<file path="config.mk">
export PLATFORM = sky130hd
export DESIGN_NAME = lgps_cfg
export DESIGN_NICKNAME = d
export VERILOG_FILES = /design/src/lgps_pkg.sv /design/src/lgps_cfg.sv
export SDC_FILE = /design/constraint.sdc
export NUM_CORES = 1
export LEC_CHECK = 0
export BUFFER_PORTS_ARGS = -buffer_cell sky130_fd_sc_hd__buf_4
export CORE_ASPECT_RATIO = 1.5
export CORE_MARGIN = 4
export CORE_UTILIZATION = 49
export DETAILED_ROUTE_END_ITERATION = 16
export PLACE_DENSITY = 0.83
export SLEW_MARGIN = 10
export SYNTH_ARGS = -nofsm -noshare
export SYNTH_HDL_FRONTEND = slang
export SYNTH_SLANG_ARGS = --single-unit
</file>
<file path="constraint.sdc">
create_clock -name clk_i -period 0.9 [get_ports clk_i]
set_input_delay 0.18 -clock clk_i [delete_from_list [all_inputs] [get_ports clk_i]]
set_output_delay 0.18 -clock clk_i [all_outputs]
set_load 0.01 [all_outputs]
</file>
<file path="src/lgps_pkg.sv">
// Shared types, register codes and fixed-point helpers of the linear gradient shader.
package lgps_pkg;

  // Gradient parameter: 17 fraction bits, one is 2^17.
  localparam int          TFRAC = 17;
  localparam logic [17:0] TONE  = 18'h20000;

  // Field widths fixed by the stream format.
  localparam int COORD_W = 12;
  localparam int INDEX_W = 4;
  localparam int CHAN_W  = 16;
  localparam int OUT_W   = 8;

  // Tile modes; the unused code behaves as clamp.
  localparam logic [1:0] TILE_CLAMP  = 2'd0;
  localparam logic [1:0] TILE_REPEAT = 2'd1;
  localparam logic [1:0] TILE_MIRROR = 2'd2;

  // Configuration register indexes.
  localparam logic [2:0] REG_COEF_X      = 3'd0;
  localparam logic [2:0] REG_COEF_Y      = 3'd1;
  localparam logic [2:0] REG_COEF_OFFSET = 3'd2;
  localparam logic [2:0] REG_TILE_MODE   = 3'd3;
  localparam logic [2:0] REG_COLOR_COUNT = 3'd4;

  // Word kinds carried in tuser.
  localparam logic FUNC_SHADE = 1'b0;
  localparam logic FUNC_LOAD  = 1'b1;

  // Channel slots of a colour; alpha sits in the top bits of a table entry.
  localparam int CH_BLUE  = 0;
  localparam int CH_GREEN = 1;
  localparam int CH_RED   = 2;
  localparam int CH_ALPHA = 3;

  typedef logic [3:0][CHAN_W-1:0] color_t;
  typedef logic [3:0][OUT_W-1:0]  pixel_t;

  typedef struct packed {
    logic [INDEX_W-1:0] index;
    color_t             color;
  } load_t;

  typedef struct packed {
    logic valid;
    logic load;
  } meta_t;

  typedef struct packed {
    logic [31:0] coef_x;
    logic [31:0] coef_y;
    logic [31:0] coef_offset;
    logic [1:0]  tile_mode;
    logic [4:0]  color_count;
  } cfg_t;

  localparam cfg_t CFG_RESET = '{
    coef_x:      32'd0,
    coef_y:      32'd0,
    coef_offset: 32'd0,
    tile_mode:   TILE_CLAMP,
    color_count: 5'd2
  };

  // Rounding biases: (65535^2 - 1) / 2 and (65535 - 1) / 2.
  localparam logic [39:0] PM_BIAS = 40'd2147418112;
  localparam logic [23:0] A8_BIAS = 24'd32767;

  // floor(x / 65535), exact for x below 2^32 - 1.
  function automatic logic [16:0] div_m16(input logic [31:0] x);
    logic [32:0] s;
    s = {1'b0, x} + {17'd0, x[31:16]} + 33'd1;
    return s[32:16];
  endfunction

endpackage

</file>
<file path="src/lgps_cfg.sv">
// Configuration register file of the linear gradient shader.
module lgps_cfg (
  input  logic               clk_i,
  input  logic               rst_ni,
  input  logic               wr_valid_i,
  input  logic [2:0]         wr_index_i,
  input  logic [31:0]        wr_data_i,
  output lgps_pkg::cfg_t     cfg_o
);

  lgps_pkg::cfg_t cfg_q;

  always_ff @(posedge clk_i or negedge rst_ni) begin
    if (!rst_ni) begin
      cfg_q <= lgps_pkg::CFG_RESET;
    end else if (wr_valid_i) begin
      case (wr_index_i)
        lgps_pkg::REG_COEF_X:      cfg_q.coef_x      <= wr_data_i;
        lgps_pkg::REG_COEF_Y:      cfg_q.coef_y      <= wr_data_i;
        lgps_pkg::REG_COEF_OFFSET: cfg_q.coef_offset <= wr_data_i;
        lgps_pkg::REG_TILE_MODE:   cfg_q.tile_mode   <= wr_data_i[1:0];
        lgps_pkg::REG_COLOR_COUNT: cfg_q.color_count <= wr_data_i[4:0];
        default: ;
      endcase
    end
  end

  assign cfg_o = cfg_q;

endmodule

</file>
# --- Word level (Yosys, flattened, before mapping) ---
# Index checks and enable logic that the tools add are counted.
word_totals:
  wordCells: 15
  output_inout_bits: 103
  reg_bits: 103
classes:
  eq_ne: 4
  n_reduce_logical: 6
op_table:
  columns: ["cell", "n"]
  rows:
  - ["2-bit AND reduction", 5]
  - ["3-bit by 2-bit == test with 1-bit output (second input constant)", 2]
  - ["3-bit by 1-bit == test with 1-bit output (second input constant)", 1]
  - ["3-bit == test (second input constant)", 1]
  - ["3-bit zero test", 1]

# --- Logic depth before layout (Yosys ltp) ---
logic_depth:
  word_depth: 2
  depth_mapped: 4
  depth_no_buf: 2

# --- Worst setup path before layout ---
# No wires, ideal clock.
synth_path:
  path_type: "input-to-reg"
  from: "input port wr_index_i[0]"
  to: "register cfg_q (netlist bit cfg_o[100])"
  slack_ns: -0.328
  arrival_time_ns: 1.103
  path_stages: 3
  t_required_ns: 0.775
  n_path_buf: 1
  cell_sequence: "nor4b_4 -> buf_6 -> mux2_2"
synth_via:
  elab_chain_len: 2
synth_rtl:
  columns: ["element", "line", "rtl"]
  rows:
  - ["from (decl)", "lgps_cfg.sv:6", "input logic [2:0] wr_index_i,"]
  - ["3-bit zero test", "lgps_cfg.sv:17", "case (wr_index_i)"]
  - ["2-bit AND reduction (no source line)", null, null]
  - ["to (signal assigned)", "lgps_cfg.sv:15", "cfg_q <= lgps_pkg::CFG_RESET;"]
  - ["to (decl)", "lgps_cfg.sv:11", "lgps_pkg::cfg_t cfg_q;"]
# No other way between the ends.
# A chain may end at the register's enable or synchronous reset.

# --- Worst setup path in the final report ---
layout_path:
  from: "register cfg_q (netlist bit cfg_o[1])"
  to: "output port cfg_o[1] (netlist name)"
layout_rtl:
  columns: ["element", "line", "rtl"]
  rows:
  - ["to (decl)", "lgps_cfg.sv:8", "output lgps_pkg::cfg_t cfg_o"]
# No word-level cell between the ends.

==> out/metrics.cfg <==
[run_status]
status=finished, violations left
violations=setup timing

[floorplan]
core-area_sq_mm=0.00771
die_area_sq_mm=0.00951
num_rows=39
start_util_pct=50.8
chipHeight_um=117
die-width_um=81.0
io_pins=141

[routing]
drt_iter0_markers=223
vias_per_cell=5.50
wl_per_cell_um=28.9
drc=0
postRouteAntennaNets=0
wirelength_um=16900
routed-via-count=3205
dr.pass1.iters=4

[worst_setup_path]
cp.arrival_ns=1.04
slowest_delay_ns=0.57
endpoint_kind=output pin
worstSetupStartpointType=register
rrSetupSlack_ns=-0.19
critPathMaxFanout=2
cp_data_required_time_ns=0.72
crit_buf_inv=1
crit_type=reg2out
cpMaxStageDelayCell=dfstp_2
critPathTopFamily=flip-flops
crit_chain=buf_6

[worst_hold_path]
holdCritPathClass=in2reg

[final_layout]
postLayoutCoreUtil_pct=94.6
layout_commonest_cell=buf_6
largest_reg_flops=103
fin_nets=514
syn_to_final_growth_pct=86.4
layout-drive-gt1-share_pct=77.5
final_cell_mix=buf_6, buf_4, mux2_4
num_antenna_cells=0

[grt]
antenna_found_initial=0
grt_first_pass_wirelength_um=20000
grt_pass1_vias=3332
track_usage_pct=29.3
grt_max_degree=44
grt_overflow_total=0

[placed_design]
dp_hpwl_um=6940
pre_cts_ws_ns=-0.602
gp_congestion=0.738
portBuffers=140

[sta]
period_share_pct=136
fin_skew_ns=0
final.setup.worst_slack_ns=-0.322
period_needed_ns=1.22
rsz0062_at_grt=yes
setup_viol=205
hold_viol=0
maxSlewViolCount=0
timing.hold.ws_ns=0.0811
fmax_mhz=818
slew_headroom_pct=84.5
worst_pin_slew_ns=0.231

[job]
maxCapViolations=0

[yosys]
yosys_register_bits=103
yosys.cell_types.count=10
yosys_warnings=0
synth_seq_area_share_pct=65.9
synth_area_sq_mm=0.00392
synth_nets=260
synthCells=222
avgSynthCellArea_sq_um=17.6

[clocking]
insertion_delay_ns=0.35
htree_levels=3
clockBufferDepth=2
clk_pin_slew_ns=0.07
cts-buffers-inserted=9
cts_tree=done
cts-root-buf=clkbuf_16
clkSinkCount=103

[power_and_ir_drop]
powerDensity_mw_per_mm2=2320
p_total_mw=16.9
p_leak_nw=3.60
ir_drop_uv=1970

[worst paths after layout]
check / start / to / depth (start not counted)
setup / recovery: cfg_o[1] / cfg_o[1] / 1
hold / removal: wr_data_i[31] / cfg_o[70] / 2
setup reg to reg: cfg_o[41] / cfg_o[41] / 3
hold reg to reg: cfg_o[87] / cfg_o[87] / 1
max in group asynchronous: rst_ni / cfg_o[57] / 3
min in group asynchronous: rst_ni / cfg_o[96] / 2
[cell families after synthesis]
kind of cell	share of synthesized area [%]
simple gates	1.66
mux	29.6
buf+inv	2.84
flops	65.9
[cell type report]
| cell class | count | area [sq um] |
|---|---|---|
| well taps | 102 | 128 |
| repair buffers | 254 | 2680 |
| clock inverters | 2 | 10.0 |
| multi-input cells | 108 | 1650 |
| fillers | 185 | 414 |
| flip-flops and latches | 103 | 2580 |
| clock buffers | 14 | 254 |
[through the flow]
step           setup TNS [ns]  std cells  cell area, sq um
4_1_cts                -28.43        535              6750
2_1_floorplan          -29.31        222              4120
3_5_place_dp           -53.71        467              5390
6_report               -34.77        583              7300
3_3_place_gp           -50.28        467              5390
5_1_grt                -40.05        583              7300
[power by group]
group | total [mW] | switching (mW) | internal (mW)
sequential | 6.68 | 1.01 | 5.66
clock | 3.67 | 1.72 | 1.95
combinational | 6.58 | 2.24 | 4.34
[routing by layer]
layer  part of all wire, %  wire [um]  track usage (%)  vias to the layer above
li1                      -          -                -                     1301
met1                    34       5770             31.4                     1667
met2                    54       9130             51.7                      177
met3                   6.9       1160             9.04                       60
met4                   4.9        824             11.7                        0
met5                     0          0                0                        -
[cells in the mapped netlist (all sizes together)]
master,instances,share of area (%)
nor4b,1,0.61
buf,11,2.8
dfstp,1,0.67
dfrtp,102,65
nor4bb,2,0.51
and4bb,1,0.32
mux2,103,30
nand4b,1,0.22
[repair_timing]
action,4_1_cts,5_1_grt
endpoints found under the setup margin,204,206
hold buffers,1,0
gates resized for setup,169,35
pin swaps,3,5
cloned,4,5
hold endpoints to repair,102,0
buffers inserted,47,50
Power figures use the tool's default switching activity.
