$ cat src/lgps_pkg.sv
// Shared types, register codes and fixed-point helpers of the linear gradient shader.
package lgps_pkg;

  // Gradient parameter: 17 fraction bits, one is 2^17.
  localparam int          TFRAC = 17;
  localparam logic [17:0] TONE  = 18'h20000;

  // Field widths fixed by the stream format.
  localparam int COORD_W = 12;
  localparam int INDEX_W = 4;
  localparam int CHAN_W  = 16;
  localparam int OUT_W   = 8;

  // Tile modes; the unused code behaves as clamp.
  localparam logic [1:0] TILE_CLAMP  = 2'd0;
  localparam logic [1:0] TILE_REPEAT = 2'd1;
  localparam logic [1:0] TILE_MIRROR = 2'd2;

  // Configuration register indexes.
  localparam logic [2:0] REG_COEF_X      = 3'd0;
  localparam logic [2:0] REG_COEF_Y      = 3'd1;
  localparam logic [2:0] REG_COEF_OFFSET = 3'd2;
  localparam logic [2:0] REG_TILE_MODE   = 3'd3;
  localparam logic [2:0] REG_COLOR_COUNT = 3'd4;

  // Word kinds carried in tuser.
  localparam logic FUNC_SHADE = 1'b0;
  localparam logic FUNC_LOAD  = 1'b1;

  // Channel slots of a colour; alpha sits in the top bits of a table entry.
  localparam int CH_BLUE  = 0;
  localparam int CH_GREEN = 1;
  localparam int CH_RED   = 2;
  localparam int CH_ALPHA = 3;

  typedef logic [3:0][CHAN_W-1:0] color_t;
  typedef logic [3:0][OUT_W-1:0]  pixel_t;

  typedef struct packed {
    logic [INDEX_W-1:0] index;
    color_t             color;
  } load_t;

  typedef struct packed {
    logic valid;
    logic load;
  } meta_t;

  typedef struct packed {
    logic [31:0] coef_x;
    logic [31:0] coef_y;
    logic [31:0] coef_offset;
    logic [1:0]  tile_mode;
    logic [4:0]  color_count;
  } cfg_t;

  localparam cfg_t CFG_RESET = '{
    coef_x:      32'd0,
    coef_y:      32'd0,
    coef_offset: 32'd0,
    tile_mode:   TILE_CLAMP,
    color_count: 5'd2
  };

  // Rounding biases: (65535^2 - 1) / 2 and (65535 - 1) / 2.
  localparam logic [39:0] PM_BIAS = 40'd2147418112;
  localparam logic [23:0] A8_BIAS = 24'd32767;

  // floor(x / 65535), exact for x below 2^32 - 1.
  function automatic logic [16:0] div_m16(input logic [31:0] x);
    logic [32:0] s;
    s = {1'b0, x} + {17'd0, x[31:16]} + 33'd1;
    return s[32:16];
  endfunction

endpackage

$ cat src/lgps_premul.sv
// Alpha premultiply and rounding of unorm16 channels to 8 bits.
module lgps_premul (
  input  logic              clk_i,
  input  logic              rst_ni,
  input  logic              en_i,
  input  logic              valid_i,
  input  lgps_pkg::color_t  color_i,
  output logic              valid_o,
  output lgps_pkg::pixel_t  pixel_o
);

  localparam int NC = lgps_pkg::CH_ALPHA;   // colour channels below alpha

  logic [NC-1:0][31:0] p9_q;
  logic [15:0]         a9_q;
  logic [NC-1:0][39:0] x10_q;
  logic [23:0]         xa10_q;
  logic [NC-1:0][31:0] hl;
  logic [NC-1:0][16:0] qh, qy;
  logic [16:0]         qa;
  logic [NC-1:0][24:0] y11_q;
  logic [7:0]          oa11_q;
  lgps_pkg::pixel_t    out12_q;
  logic                v9_q, v10_q, v11_q, v12_q;

  // x / 65535^2 as two exact steps of division by 65535.
  always_comb begin
    for (int k = 0; k < NC; k++) begin
      hl[k] = 32'(x10_q[k][39:16]) + 32'(x10_q[k][15:0]);
      qh[k] = lgps_pkg::div_m16(hl[k]);
      qy[k] = lgps_pkg::div_m16(32'(y11_q[k]));
    end
    qa = lgps_pkg::div_m16(32'(xa10_q));
  end

  always_ff @(posedge clk_i or negedge rst_ni) begin
    if (!rst_ni) begin
      v9_q  <= 1'b0;
      v10_q <= 1'b0;
      v11_q <= 1'b0;
      v12_q <= 1'b0;
    end else if (en_i) begin
      v9_q  <= valid_i;
      v10_q <= v9_q;
      v11_q <= v10_q;
      v12_q <= v11_q;
    end
  end

  always_ff @(posedge clk_i) begin
    if (en_i) begin
      a9_q   <= color_i[lgps_pkg::CH_ALPHA];
      xa10_q <= 24'(a9_q) * 24'd255 + lgps_pkg::A8_BIAS;
      oa11_q <= qa[7:0];
      out12_q[lgps_pkg::CH_ALPHA] <= oa11_q;
      for (int k = 0; k < NC; k++) begin
        p9_q[k]    <= 32'(color_i[k]) * 32'(color_i[lgps_pkg::CH_ALPHA]);
        x10_q[k]   <= 40'(p9_q[k]) * 40'd255 + lgps_pkg::PM_BIAS;
        y11_q[k]   <= 25'(x10_q[k][39:16]) + 25'(qh[k]);
        out12_q[k] <= qy[k][7:0];
      end
    end
  end

  assign valid_o = v12_q;
  assign pixel_o = out12_q;

endmodule

$ cat config.mk
export PLATFORM = sky130hd
export DESIGN_NAME = lgps_premul
export DESIGN_NICKNAME = d
export VERILOG_FILES = /design/src/lgps_pkg.sv /design/src/lgps_premul.sv
export SDC_FILE = /design/constraint.sdc
export NUM_CORES = 2
export LEC_CHECK = 0
export ABC_AREA = 0
export BUFFER_PORTS_ARGS = -buffer_cell sky130_fd_sc_hd__buf_2
export CAP_MARGIN = 20
export CORE_ASPECT_RATIO = 1.4
export CORE_MARGIN = 2
export CORE_UTILIZATION = 60
export CTS_BUF_LIST = sky130_fd_sc_hd__clkbuf_16
export CTS_CLUSTER_SIZE = 24
export DETAILED_ROUTE_END_ITERATION = 8
export PLACE_DENSITY = 0.77
export SYNTH_ARGS = -nofsm -noshare
export SYNTH_HDL_FRONTEND = slang
export SYNTH_SLANG_ARGS = --single-unit
$ cat constraint.sdc
create_clock -name clk_i -period 8.3 [get_ports clk_i]
set_input_delay 1.245 -clock clk_i [delete_from_list [all_inputs] [get_ports clk_i]]
set_output_delay 1.245 -clock clk_i [all_outputs]
set_load 0.02 [all_outputs]
# --- Word level (Yosys, flattened, before mapping) ---
# Index checks and enable logic that the tools add are counted.
totals:
  output_inout_bits: 33
  register_bits: 375
  word_cells: 51
  inputBits: 68
classes:
  add_sub_neg: 24
  mul: 7
op_table:
  columns: ["cell", "count"]
  rows:
  - ["adder 40 x 31 -> 40 bit, second input constant", 3]
  - ["multiplier 32 x 8 -> 40 bit, second input constant", 3]
  - ["adder 24 x 1 -> 24 bit, second input constant", 4]
  - ["multiplier 16 x 16 -> 32 bit", 3]
  - ["adder 26 x 1 -> 27 bit, second input constant", 3]
  - ["adder 25 x 9 -> 26 bit", 3]
  - ["adder 24 x 11 -> 25 bit", 3]
  - ["adder 24 x 16 -> 25 bit", 3]
  - ["adder 24 x 9 -> 24 bit", 3]
  - ["adder 24 x 15 -> 24 bit, second input constant", 1]
  - ["adder 24 x 8 -> 24 bit", 1]
  - ["multiplier 16 x 8 -> 24 bit, second input constant", 1]

# --- Depth between registers and ports, before layout ---
depth:
  depth_word: 4
  ltp_mapped: 34
  ltp_nobuf: 33

# --- Least setup slack after synthesis ---
# No wires, ideal clock.
synth_path:
  path_kind: "in2reg"
  startpoint: "input port color_i[49] in the netlist's numbering"
  endpoint: "register p9_q[31] in the netlist's numbering, data pin"
  arrival_time_ns: 7.411
  path_stages: 25
  slack_ns: 0.630
  path_buffers: 2
  path_cell_list: "clkbuf_1 > clkbuf_1 > nand2_1 > fa_1 > inv_1 > fa_1 > inv_1 > fa_1 > fa_1 > inv_1 > fa_1 > inv_1 > fa_1 > inv_1 > ha_1 > or3_1 > or2_2 > o311a_1 > o31ai_1 > a31oi_1 > a41oi_1 > a2111oi_0 > nor3_1 > a21oi_1 > xnor2_1"
synth_between:
  elab_chain_len: 1
synth_lines:
  columns: ["item", "line_no", "text"]
  rows:
  - ["start, declared", "lgps_premul.sv:7", "input lgps_pkg::color_t color_i,"]
  - ["multiplier 16 x 16 -> 32 bit", "lgps_premul.sv:57", "p9_q[k] <= 32'(color_i[k]) * 32'(color_i[lgps_pkg::CH_ALPHA]);"]
  - ["end signal, assigned by index", "lgps_premul.sv:57", null]
  - ["end, declared", "lgps_premul.sv:14", "logic [NC-1:0][31:0] p9_q;"]
# Every way passes these cells.
# A chain may end at the register's enable or synchronous reset.

# --- Worst setup path after layout ---
layout_path:
  startpoint: "register x10_q[56] in the netlist's numbering"
  endpoint: "register y11_q[47] in the netlist's numbering, data pin"
layout_between:
  elab_chain_len: 4
layout_lines:
  columns: ["item", "line_no", "text"]
  rows:
  - ["start, declared", "lgps_premul.sv:16", "logic [NC-1:0][39:0] x10_q;"]
  - ["start signal, assigned by index", "lgps_premul.sv:58", "x10_q[k] <= 40'(p9_q[k]) * 40'd255 + lgps_pkg::PM_BIAS;"]
  - ["adder 24 x 16 -> 25 bit", "lgps_premul.sv:29", "hl[k] = 32'(x10_q[k][39:16]) + 32'(x10_q[k][15:0]);"]
  - ["adder 25 x 9 -> 26 bit", "lgps_pkg.sv:72", "s = {1'b0, x} + {17'd0, x[31:16]} + 33'd1;"]
  - ["adder 26 x 1 -> 27 bit", "lgps_pkg.sv:72", null]
  - ["adder 24 x 11 -> 25 bit (*)", "lgps_premul.sv:59", "y11_q[k] <= 25'(x10_q[k][39:16]) + 25'(qh[k]);"]
  - ["end signal, assigned by index", "lgps_premul.sv:59", null]
  - ["end, declared", "lgps_premul.sv:21", "logic [NC-1:0][24:0] y11_q;"]
# Every way passes the cells marked *; elsewhere a longest branch is shown, timed or not.

==> flow_summary.toml <==
[global_route]
overflow = 0
wire_length_of_the_first_global_routing_pass_um = 232600
antenna_found_initial = 19
maximum_number_of_pins_on_one_net_before_global_route_repair = 160
number_of_global_route_vias_before_repair = 47960
global_route.usage.total_pct = 26.09

[setup_path]
cp-start-kind = "flip-flop"
critPathSlowestCell = "a211oi_1"
maximum_net_fanout_on_the_critical_path = 8
critical_path_arrival_ns = 7.95
critical_path.reg2reg.startpoint = "x10_q[56]"
crit_start = "x10_q[56]"
worst-r2r-cell-count = 32
r2r_slack_ns = 0.69
cp_data_required_time_ns = 8.64
cp-end-kind = "flip-flop"
critical-path-max-stage-delay_ns = 0.76
critical_path_class = "reg -> reg"
regToRegEndpoint = "y11_q[47]"

[floorplanning]
std_cell_rows = 142
io_pins = 101
floorplan.initialDensity_pct = 60.50
dieWidth_um = 281.8
dieHeight_um = 392.9
dieArea_um2 = 110700
core_area_um2 = 107100

[routing]
dr_total_vias = 44420
met3_wirelength_um = 7187
wl_per_cell_um = 16.96
drt_pass1_iterations = 5
met1Wirelength_um = 55900
routed.top_layer = "met5"
finalWirelength_um = 137100
drt-initial-drc-count = 2414
met2_wirelength_um = 69180
via_per_inst = 5.494
route.detailed.drc = 0
antenna_left = 0

[timing]
tightest_slew_ns = 0.9345
count_of_final_setup_violators = 0
rsz0062_at_grt = "false"
clock_skew_ns = 0.02835
final_min_period_over_clock_period_pct = 91.66
period_minus_slack_ns = 7.608
report.final.hold_viol_count = 0
tns_ns = 0
fmax_ghz = 0.1314
relSlewSlack_pct = 37.70
drv_slew = 0

[layout]
layout_commonest_cell = "inv_1"
post_route_cells_drive_above_1_share_pct = 3.963
sequential_cell_area_um2 = 11240
top_library_cells_by_usage_in_the_layout_fill_and_taps_aside = "1480 x inv_1, 1110 x fa_1, 741 x ha_1"
final.fill_count = 8503
final_net_count = 8521
layout-area-overhead-vs-synth_pct = 5.799
multi_input_comb_area_um2 = 47470

[clocking]
clock_latency_ns = 0.60
deepest_clock_path_buffer_count = 3
cts.sink_count = 375
clk_pin_slew_worst_paths_ns = 0.07
cts_made_buffers = 44
clk_root_buffer_cell = "clkbuf_16"
cts.htree.levels = 2
tritoncts = "built"

[run]
drv_cap = 0

[synthesis]
synth_top_family_by_area = "adder cells"
synth-xor-area-share_pct = 4.851
syn-mean-instance-area_um2 = 9.885
synth_edf_count = 371
yosys.area_share.simple_pct = 11.41
ys_seq_area_share_pct = 17.34
mappedNetlistArea_um2 = 64820
async_reset_ff_share_pct = 1.067
netlist_instances = 6557
synth_compound_area_share_pct = 8.169
postSynthRegisterBits = 375
postSynth.topFlopCell = "edfxtp_1"
post_synth_num_cell_types = 89
yosys_warnings = 0
post_synth_fa_ha_maj_area_fraction_pct = 48.60
synth_mux_area_share_pct = 0.1815

[placement]
io_buffers = 100
gpl.final_weighted_congestion = 0.9039
detailed_place_hpwl_um = 113500

[worst_hold_path]
worst_hold_path.endpoint = "pixel_o[25]"
timing.hold.worst.start = "oa11_q[1]"
min_path_cells = 0
hold_path_class = "reg -> reg"

[status]
status = "completed"
## worst max-delay path by stage
stage,to,cells after the start,slack [ns]
2_1_floorplan,p9_q[31],25,0.63
3_3_place_gp,p9_q[31],24,0.38
3_5_place_dp,p9_q[31],24,0.33
4_1_cts,y11_q[18],33,0.60
5_1_grt,y11_q[47],32,0.02
6_report,y11_q[47],32,0.69
## flip-flops by register name, indices dropped and copies added (netlist names)
name     cells
v11_q        1
xa10_q      24
a9_q        16
v9_q         1
pixel_o     32
oa11_q       8
v10_q        1
y11_q       75
valid_o      1
p9_q        96
x10_q      120
## repair_timing
item | 4_1_cts | 5_1_grt
hold buffers | 0 | 0
gates resized for setup | 0 | 2
setup buffers | 0 | 0
endpoints found under the setup margin | 0 | 3
## cell usage after synthesis, types with 9 or more instances
| master | count | area share [%] |
|---|---|---|
| o21bai_1 | 33 | 0.38 |
| a31oi_1 | 14 | 0.14 |
| or2_2 | 15 | 0.14 |
| o211ai_1 | 26 | 0.30 |
| and3_1 | 43 | 0.42 |
| xor2_1 | 96 | 1.3 |
| clkbuf_1 | 144 | 0.83 |
| xnor2_1 | 263 | 3.6 |
| ha_1 | 741 | 14 |
| nor2_1 | 204 | 1.2 |
| fa_1 | 1110 | 34 |
| a211oi_1 | 28 | 0.32 |
| a211o_1 | 11 | 0.15 |
| nand3_1 | 79 | 0.61 |
| nor2b_1 | 37 | 0.36 |
| nor3_1 | 66 | 0.51 |
| edfxtp_1 | 371 | 17 |
| and2_1 | 316 | 3.0 |
| o2111ai_1 | 10 | 0.14 |
| nand2_1 | 616 | 3.6 |
| a21boi_0 | 24 | 0.28 |
| nor4_1 | 21 | 0.20 |
| o21a_1 | 80 | 0.93 |
| a2111oi_0 | 9 | 0.12 |
| a21o_1 | 99 | 1.1 |
| nand2b_1 | 45 | 0.43 |
| nand4_1 | 37 | 0.36 |
| o21ai_0 | 134 | 1.0 |
| inv_1 | 1478 | 8.6 |
| or3_1 | 22 | 0.21 |
| a21oi_1 | 242 | 1.9 |
## cells by family after synthesis
| logic type | count (synthesis) |
|---|---|
| simple gates | 1530 |
| buf+inv | 1627 |
| fa+ha+maj | 1852 |
| other cells | 1 |
| compound gates | 802 |
| xor+xnor | 359 |
| flops | 375 |
| mux | 11 |
## metal layers
metal  track usage [%]  vias up
li1                  -    20810
met1             33.09    22100
met2             46.43     1155
met3             3.106      328
met4             8.482       22
met5                 0        -
## final cells by class
| class | count | share of cell area, % |
|---|---|---|
| Antenna cell | 7 | 0.02554 |
| Clock buffer | 46 | 1.679 |
| Clock inverter | 35 | 0.5893 |
| Inverter | 1478 | 8.090 |
| Multi-Input combinational cell | 4557 | 69.22 |
| Sequential cell | 375 | 16.39 |
| Tap cell | 1440 | 2.627 |
| Timing Repair Buffer | 146 | 1.376 |
## through the flow
stage	hold slack, ns	cells	utilization, %	setup WS [ns]	cell area [um2]
after floorplan	0.4003	6559	-	0.6300	64820
after global placement	0.4041	7996	62.54	0.3807	67000
after detailed placement	0.4052	7996	62.54	0.3251	67000
after CTS	0.3826	8077	63.99	0.6035	68550
after global routing	0.4073	8078	63.99	0.02047	68560
final	0.4184	8084	64.01	0.6919	68580
## critical path: cells and delay by family, from the launching register on
kind / cells / cell delay, ns
compound gates: 15 / 3.44
buf+inv: 3 / 0.23
simple gates: 6 / 1.19
xor+xnor: 3 / 0.55
flops: 1 / 0.39
fa+ha+maj: 5 / 1.52
Power is left out: the tool's default activity adds up to more than one toggle a clock period on the data nets, which glitch-free logic cannot reach.
