File: config.mk
export PLATFORM = sky130hd
export DESIGN_NAME = lgps_param
export DESIGN_NICKNAME = d
export VERILOG_FILES = /design/src/lgps_pkg.sv /design/src/lgps_param.sv
export SDC_FILE = /design/constraint.sdc
export NUM_CORES = 2
export LEC_CHECK = 0
export ABC_AREA = 1
export BUFFER_PORTS_ARGS = -buffer_cell sky130_fd_sc_hd__buf_2
export CORE_MARGIN = 1.5
export CORE_UTILIZATION = 45
export CTS_CLUSTER_SIZE = 14
export DETAILED_ROUTE_END_ITERATION = 8
export PLACE_DENSITY = 0.61
export SYNTH_ARGS = -nofsm -noshare
export SYNTH_HDL_FRONTEND = slang
export SYNTH_SLANG_ARGS = --single-unit
File: constraint.sdc
create_clock -name clk_i -period 7.25 [get_ports clk_i]
set_input_delay 1.45 -clock clk_i [delete_from_list [all_inputs] [get_ports clk_i]]
set_output_delay 1.45 -clock clk_i [all_outputs]
set_load 0.02 [all_outputs]
File: src/lgps_pkg.sv
// Shared types, register codes and fixed-point helpers of the linear gradient shader.
package lgps_pkg;

  // Gradient parameter: 17 fraction bits, one is 2^17.
  localparam int          TFRAC = 17;
  localparam logic [17:0] TONE  = 18'h20000;

  // Field widths fixed by the stream format.
  localparam int COORD_W = 12;
  localparam int INDEX_W = 4;
  localparam int CHAN_W  = 16;
  localparam int OUT_W   = 8;

  // Tile modes; the unused code behaves as clamp.
  localparam logic [1:0] TILE_CLAMP  = 2'd0;
  localparam logic [1:0] TILE_REPEAT = 2'd1;
  localparam logic [1:0] TILE_MIRROR = 2'd2;

  // Configuration register indexes.
  localparam logic [2:0] REG_COEF_X      = 3'd0;
  localparam logic [2:0] REG_COEF_Y      = 3'd1;
  localparam logic [2:0] REG_COEF_OFFSET = 3'd2;
  localparam logic [2:0] REG_TILE_MODE   = 3'd3;
  localparam logic [2:0] REG_COLOR_COUNT = 3'd4;

  // Word kinds carried in tuser.
  localparam logic FUNC_SHADE = 1'b0;
  localparam logic FUNC_LOAD  = 1'b1;

  // Channel slots of a colour; alpha sits in the top bits of a table entry.
  localparam int CH_BLUE  = 0;
  localparam int CH_GREEN = 1;
  localparam int CH_RED   = 2;
  localparam int CH_ALPHA = 3;

  typedef logic [3:0][CHAN_W-1:0] color_t;
  typedef logic [3:0][OUT_W-1:0]  pixel_t;

  typedef struct packed {
    logic [INDEX_W-1:0] index;
    color_t             color;
  } load_t;

  typedef struct packed {
    logic valid;
    logic load;
  } meta_t;

  typedef struct packed {
    logic [31:0] coef_x;
    logic [31:0] coef_y;
    logic [31:0] coef_offset;
    logic [1:0]  tile_mode;
    logic [4:0]  color_count;
  } cfg_t;

  localparam cfg_t CFG_RESET = '{
    coef_x:      32'd0,
    coef_y:      32'd0,
    coef_offset: 32'd0,
    tile_mode:   TILE_CLAMP,
    color_count: 5'd2
  };

  // Rounding biases: (65535^2 - 1) / 2 and (65535 - 1) / 2.
  localparam logic [39:0] PM_BIAS = 40'd2147418112;
  localparam logic [23:0] A8_BIAS = 24'd32767;

  // floor(x / 65535), exact for x below 2^32 - 1.
  function automatic logic [16:0] div_m16(input logic [31:0] x);
    logic [32:0] s;
    s = {1'b0, x} + {17'd0, x[31:16]} + 33'd1;
    return s[32:16];
  endfunction

endpackage

File: src/lgps_param.sv
// Gradient parameter pipeline: affine map, tiling and interval selection.
module lgps_param #(
  parameter int COORD_BITS = 12,
  parameter int MAX_COLORS = 16,
  localparam int NW = $clog2(MAX_COLORS)
) (
  input  logic                          clk_i,
  input  logic                          rst_ni,
  input  logic                          en_i,
  input  logic                          in_valid_i,
  input  logic                          func_i,
  input  logic [lgps_pkg::COORD_W-1:0]  px_i,
  input  logic [lgps_pkg::COORD_W-1:0]  py_i,
  input  lgps_pkg::load_t               load_i,
  input  lgps_pkg::cfg_t                cfg_i,
  output lgps_pkg::meta_t               meta_o,
  output logic [NW-1:0]                 idx_o,
  output logic [17:0]                   u_o,
  output lgps_pkg::load_t               load_o
);

  localparam int CW   = (COORD_BITS < lgps_pkg::COORD_W) ? COORD_BITS : lgps_pkg::COORD_W;
  localparam int MW   = CW + 2;         // signed width of 2*p + 1
  localparam int PW   = 32 + MW;        // coefficient times half-pixel centre
  localparam int TW   = PW + 2;         // sum of three terms
  localparam int TNW  = 18 + NW;
  localparam int NMAX = MAX_COLORS - 1;

  lgps_pkg::meta_t meta1_q, meta2_q, meta3_q, meta4_q, meta5_q;
  lgps_pkg::load_t ld1_q, ld2_q, ld3_q, ld4_q, ld5_q;

  logic signed [MW-1:0] sx, sy;
  logic signed [PW-1:0] prx_q, pry_q;
  logic signed [TW-1:0] t2_q;
  logic [17:0]          tt, mir, tt3_q;
  logic [TNW-1:0]       tn4_q;
  logic [NW-1:0]        n, idx_d, idx5_q;
  logic [NW:0]          ihi;
  logic [17:0]          u_d, u5_q;

  // Pixel centres doubled: 2*p + 1, exact in the 17-bit fraction.
  assign sx = $signed({1'b0, px_i[CW-1:0], 1'b1});
  assign sy = $signed({1'b0, py_i[CW-1:0], 1'b1});

  // Interval count minus one, with the count held to 1..MAX_COLORS.
  always_comb begin
    if (cfg_i.color_count == 5'd0) begin
      n = '0;
    end else if (int'(cfg_i.color_count) > MAX_COLORS) begin
      n = NW'(NMAX);
    end else begin
      n = NW'(cfg_i.color_count - 5'd1);
    end
  end

  // Fold t into [0, one].
  always_comb begin
    mir = t2_q[17:0];
    case (cfg_i.tile_mode)
      lgps_pkg::TILE_REPEAT: tt = {1'b0, t2_q[16:0]};
      lgps_pkg::TILE_MIRROR: tt = (mir > lgps_pkg::TONE) ? (18'd0 - mir) : mir;
      default: begin
        if (t2_q[TW-1]) begin
          tt = '0;
        end else if (t2_q[TW-2:18] != '0 || t2_q[17:0] > lgps_pkg::TONE) begin
          tt = lgps_pkg::TONE;
        end else begin
          tt = t2_q[17:0];
        end
      end
    endcase
  end

  // Split t*n into interval and weight; the top end takes the last interval at full weight.
  always_comb begin
    ihi = tn4_q[TNW-1:lgps_pkg::TFRAC];
    if (n == '0) begin
      idx_d = '0;
      u_d   = '0;
    end else if (ihi >= {1'b0, n}) begin
      idx_d = n - NW'(1);
      u_d   = lgps_pkg::TONE;
    end else begin
      idx_d = ihi[NW-1:0];
      u_d   = {1'b0, tn4_q[16:0]};
    end
  end

  always_ff @(posedge clk_i or negedge rst_ni) begin
    if (!rst_ni) begin
      meta1_q <= '0;
      meta2_q <= '0;
      meta3_q <= '0;
      meta4_q <= '0;
      meta5_q <= '0;
    end else if (en_i) begin
      meta1_q <= '{valid: in_valid_i, load: (func_i == lgps_pkg::FUNC_LOAD)};
      meta2_q <= meta1_q;
      meta3_q <= meta2_q;
      meta4_q <= meta3_q;
      meta5_q <= meta4_q;
    end
  end

  always_ff @(posedge clk_i) begin
    if (en_i) begin
      prx_q  <= $signed(cfg_i.coef_x) * sx;
      pry_q  <= $signed(cfg_i.coef_y) * sy;
      t2_q   <= TW'(prx_q) + TW'(pry_q) + (TW'($signed(cfg_i.coef_offset)) <<< 1);
      tt3_q  <= tt;
      tn4_q  <= TNW'(tt3_q) * TNW'(n);
      idx5_q <= idx_d;
      u5_q   <= u_d;
      ld1_q  <= load_i;
      ld2_q  <= ld1_q;
      ld3_q  <= ld2_q;
      ld4_q  <= ld3_q;
      ld5_q  <= ld4_q;
    end
  end

  assign meta_o = meta5_q;
  assign idx_o  = idx5_q;
  assign u_o    = u5_q;
  assign load_o = ld5_q;

endmodule

Word level (Yosys, flattened, before mapping)

Index checks and enable logic that the tools add are counted.

Register bits: 552
Input port bits: 200
Output and inout port bits: 92
Logic and storage cells: 69

$add $sub $neg: 5
Multipliers: 3
Order comparisons: 3
Equality and inequality tests: 2
Muxes and demuxes: 8
Reductions and logical operators: 5

Operators with widths:

| operator                | number |
|---|---|
| $mul A32 B14 Y46        | 2 |
| $mux W18                | 4 |
| $add A47 B33 Y48        | 1 |
| $add A46 B46 Y47        | 1 |
| $pmux W18 S2            | 1 |
| $reduce_bool A29 Y1     | 1 |
| $mul A18 B4 Y22         | 1 |
| $gt A18 B18 Y1 const B  | 1 |
| $sub A1 B18 Y18 const A | 1 |
| $mux W4                 | 3 |
| $sub A4 B1 Y4 const B   | 2 |
| $ge A5 B4 Y1            | 1 |
| $gt A5 B5 Y1 const B    | 1 |
| $logic_not A5 Y1        | 1 |
| $logic_not A4 Y1        | 1 |
| $eq A2 B1 Y1 const B    | 1 |
| $eq A2 B2 Y1 const B    | 1 |
| $reduce_or A2 Y1        | 1 |
| $logic_or A1 B1 Y1      | 1 |

Depth between registers and ports, before layout

Depth after elaboration: 5
Gate-level depth with buffers: 28

Worst setup path before layout

No wires, ideal clock.

Kind: input -> register
From: input port cfg_i[70] (netlist bit)
To: register pry_q[44], data pin
Setup time: 254 ps
Arrival time: 6265 ps
Required time: 6996 ps
Slack: 731 ps
Cell stages on the path: 23
Path through: clkbuf_1 nand2_1 fa_1 inv_1 fa_1 inv_1 fa_1 fa_1 inv_1 fa_1 inv_1 fa_1 inv_1 ha_1 inv_1 nor3_1 nand2_1 nor2_1 inv_1 nor2_1 nand2_1 nand4_1 nand2_1

Longest elaborated chain between the ends: 1

Ends and longest elaborated chain:

| element              | RTL line          | text |
|---|---|---|
| from (decl)          | lgps_param.sv:15  | `input lgps_pkg::cfg_t cfg_i,` |
| $mul A32 B14 Y46     | lgps_param.sv:108 | `pry_q <= $signed(cfg_i.coef_y) * sy;` |
| to (signal assigned) | lgps_param.sv:108 |  |
| to (decl)            | lgps_param.sv:33  | `logic signed [PW-1:0] prx_q, pry_q;` |

Every way passes these cells.
A chain may end at the register's enable or synchronous reset.

Worst setup path after layout

From: input port py_i[3] (netlist bit)
To: register pry_q[30], data pin

Longest elaborated chain between the ends: 1

Ends and longest elaborated chain:

| element          | RTL line          | text |
|---|---|---|
| from (decl)      | lgps_param.sv:13  | `input logic [lgps_pkg::COORD_W-1:0] py_i,` |
| $mul A32 B14 Y46 | lgps_param.sv:108 |  |

Every way passes these cells.

==> results.sh <==
export IMPL_rows=131
export IMPL_startpoint="py_i[3]"
export IMPL_period_needed_ns=6.55
export IMPL_holdCritPathClass="reg -> reg"
export IMPL_min_delay_start="ld3_q[5]"
export IMPL_viasPerCell=4.79
export IMPL_drive_above_1_share_pct=7.13
export IMPL_clkLatencyLatePin_ns=0.67
export IMPL_arrival_ns=6.89
export IMPL_synth_seq_cells=552
export IMPL_drv_slew=0
export IMPL_r2r_start="prx_q[1]"
export IMPL_critPathMaxStageDelay_ns=0.53
export IMPL_antenna_found_initial=9
export IMPL_crit_slowest_cell="fa_1"
export IMPL_hpwl_um=121000
export IMPL_end_kind="flip-flop"
export IMPL_clock_sinks=552
export IMPL_first_global_vias=43500
export IMPL_syn_area_per_cell_um2=8.41
export IMPL_synth_area_leaders="fa_1, edfxtp_1, nand2_1"
export IMPL_worst_pin_slew_ns=0.869
export IMPL_dieHeight_um=361
export IMPL_yosysTopAreaCellShare_pct=28.9
export IMPL_synth_seq_area_share_pct=28.6
export IMPL_htree_levels=2
export IMPL_ff2ff_setup_slack_ns=3.70
export IMPL_fin_skew_ns=0.0684
export IMPL_r2r_cells=12
export IMPL_io_buffers=291
export IMPL_grt_start_max_net_pins=177
export IMPL_gp_congestion=0.938
export IMPL_wl_per_cell_um=16.4
export IMPL_cts_resized=0
export IMPL_rsz0062_at_grt="false"
export IMPL_yosys_warnings=0
export IMPL_syn_nets=8200
export IMPL_grt_pass1_wl_um=235000
export IMPL_numCtsBuffers=60
export IMPL_nFillCells=12300
export IMPL_area_delta_synth_final_pct=10.5
export IMPL_drv_cap=0
export IMPL_synth_top_area_cell="fa_1"
export IMPL_grt_ovfl_total=0
export IMPL_cp_required_ns=7.59
export IMPL_synth_distinct_cells=44
export IMPL_drc=0
export IMPL_vias=42600
export IMPL_die_w_um=361
export IMPL_holdBufCountCts=0
export IMPL_clk_path_buf_depth=3
export IMPL_hold_violations=0
export IMPL_coreArea_um2=128000
export IMPL_slew_headroom_pct=42.1
export IMPL_synthCells=6871
export IMPL_multi_input_area_um2=33300
export IMPL_path_class="in -> reg"
export IMPL_cts_clk_slew_worst_paths_ns=0.06
export IMPL_regArea_um2=16500
export IMPL_tritoncts="yes"
export IMPL_drt_iter0_drc=2786
export IMPL_min_to="ld4_q[5]"
export IMPL_startpoint_type="primary input"
export IMPL_grt_use_total_pct=22.8
export IMPL_mostFrequentLayoutCells="nand2_1, inv_1, fa_1, edfxtp_1, nor2_1"
export IMPL_max_freq_mhz=153
export IMPL_timing_final_crit_share_pct=90.4
export IMPL_netlist_area_um2=57800
export IMPL_timing_rr_end="t2_q[47]"
export IMPL_post_cts_buffers=0
export IMPL_min_path_cells=0
export IMPL_outcome="complete, no violations"
export IMPL_finalSetupViolations=0
export IMPL_drt_antenna_violating_nets=0
export IMPL_ioPinCount=292
export IMPL_root_buffer="clkbuf_16"
export IMPL_drt_total_wl_um=145000
export IMPL_cp_max_fo=28
export IMPL_fin_nets=8509
export IMPL_drtPass1Iterations=7
export IMPL_start_util_pct=45.3
export IMPL_die_area_um2=131000
export IMPL_tns_ns=0
export IMPL_final_common_cell="nand2_1"
==> metal layers <==
layer / up-vias / global-route usage (%) / share of wire, %
met1: 20700 / 32.2 / 46
met3: 183 / 2.46 / 5.3
li1: 20700 / - / -
met4: 10 / 4.54 / 1.9
met5: - / 0 / 0.049
met2: 1048 / 38.1 / 47
==> cell usage after synthesis, drive strengths merged <==
cell,n
a21o,10
o21ai,44
edfxtp,542
inv,1964
xnor2,11
o211ai,1
nor3b,1
o21a,2
a21boi,3
xor2,82
dfrtp,10
or2,3
nand3,203
nand3b,8
and3,2
fa,834
clkbuf,142
nor3,33
a22oi,1
ha,295
nand2,2125
buf,8
o22ai,1
o21bai,13
dlygate4sd1,1
mux2,2
nor2,343
nor4,1
a21oi,131
nand4,50
and2,5
==> area by class of cell <==
class / count / share of cell area (%)
inverter: 1964 / 11.5
clock buffer: 71 / 2.42
multi-input combinational: 4204 / 52.1
timing repair buffer: 398 / 3.94
tap: 1662 / 3.26
clock inverter: 39 / 0.832
antenna: 3 / 0.0118
sequential: 552 / 25.9
==> worst max-delay path by stage <==
stage                           end  slack [ns]  depth (start not counted)
after global placement    prx_q[29]        0.10                         21
after CTS                 pry_q[44]        0.76                         22
after detailed placement  prx_q[29]        0.06                         21
final                     pry_q[30]        0.70                         26
after floorplan           pry_q[44]        0.73                         23
after global routing      pry_q[44]        0.38                         22
==> sequential cells by signal, indices dropped and copies added, names as in the netlist, 4 cells and up <==
signal,flops
t2_q,48
prx_q,46
pry_q,46
ld1_q,68
u_o,18
idx_o,4
ld2_q,68
tt3_q,18
ld4_q,68
tn4_q,22
ld3_q,68
load_o,68
==> cell families (layout without fill, tap and decap cells) <==
group           after synthesis  after routing  share of synthesized area (%)
flops                       552            552                           28.6
buf+inv                    2115           2472                           13.8
compound gates              206            206                           1.95
fa+ha+maj                  1129           1129                           35.3
mux                           2              2                         0.0390
simple gates               2774           2774                           18.9
other cells                   0              3                              0
xor+xnor                     93             93                           1.41
==> critical path, delay by kind of cell <==
kind                     cells  cell delay, ns
adder cells (fa/ha/maj)      7            3.00
AND/OR/NAND/NOR             10            1.25
buffers and inverters        9            1.14
==> metrics by stage <==
step / utilization, % / setup WS [ns] / instances / hold slack [ns] / instance area [µm²]
CTS: 50.1 / 0.756 / 8890 / 0.393 / 63900
finish: 50.1 / 0.697 / 8893 / 0.400 / 63900
detailed placement: 48.5 / 0.0590 / 8780 / 0.405 / 61800
global route: 50.1 / 0.383 / 8890 / 0.405 / 63900
floorplan: - / 0.731 / 6871 / 0.400 / 57800
global placement: 48.5 / 0.105 / 8780 / 0.400 / 61800
Power is left out: the tool's default activity adds up to more than one toggle a clock period on the data nets, which glitch-free logic cannot reach.
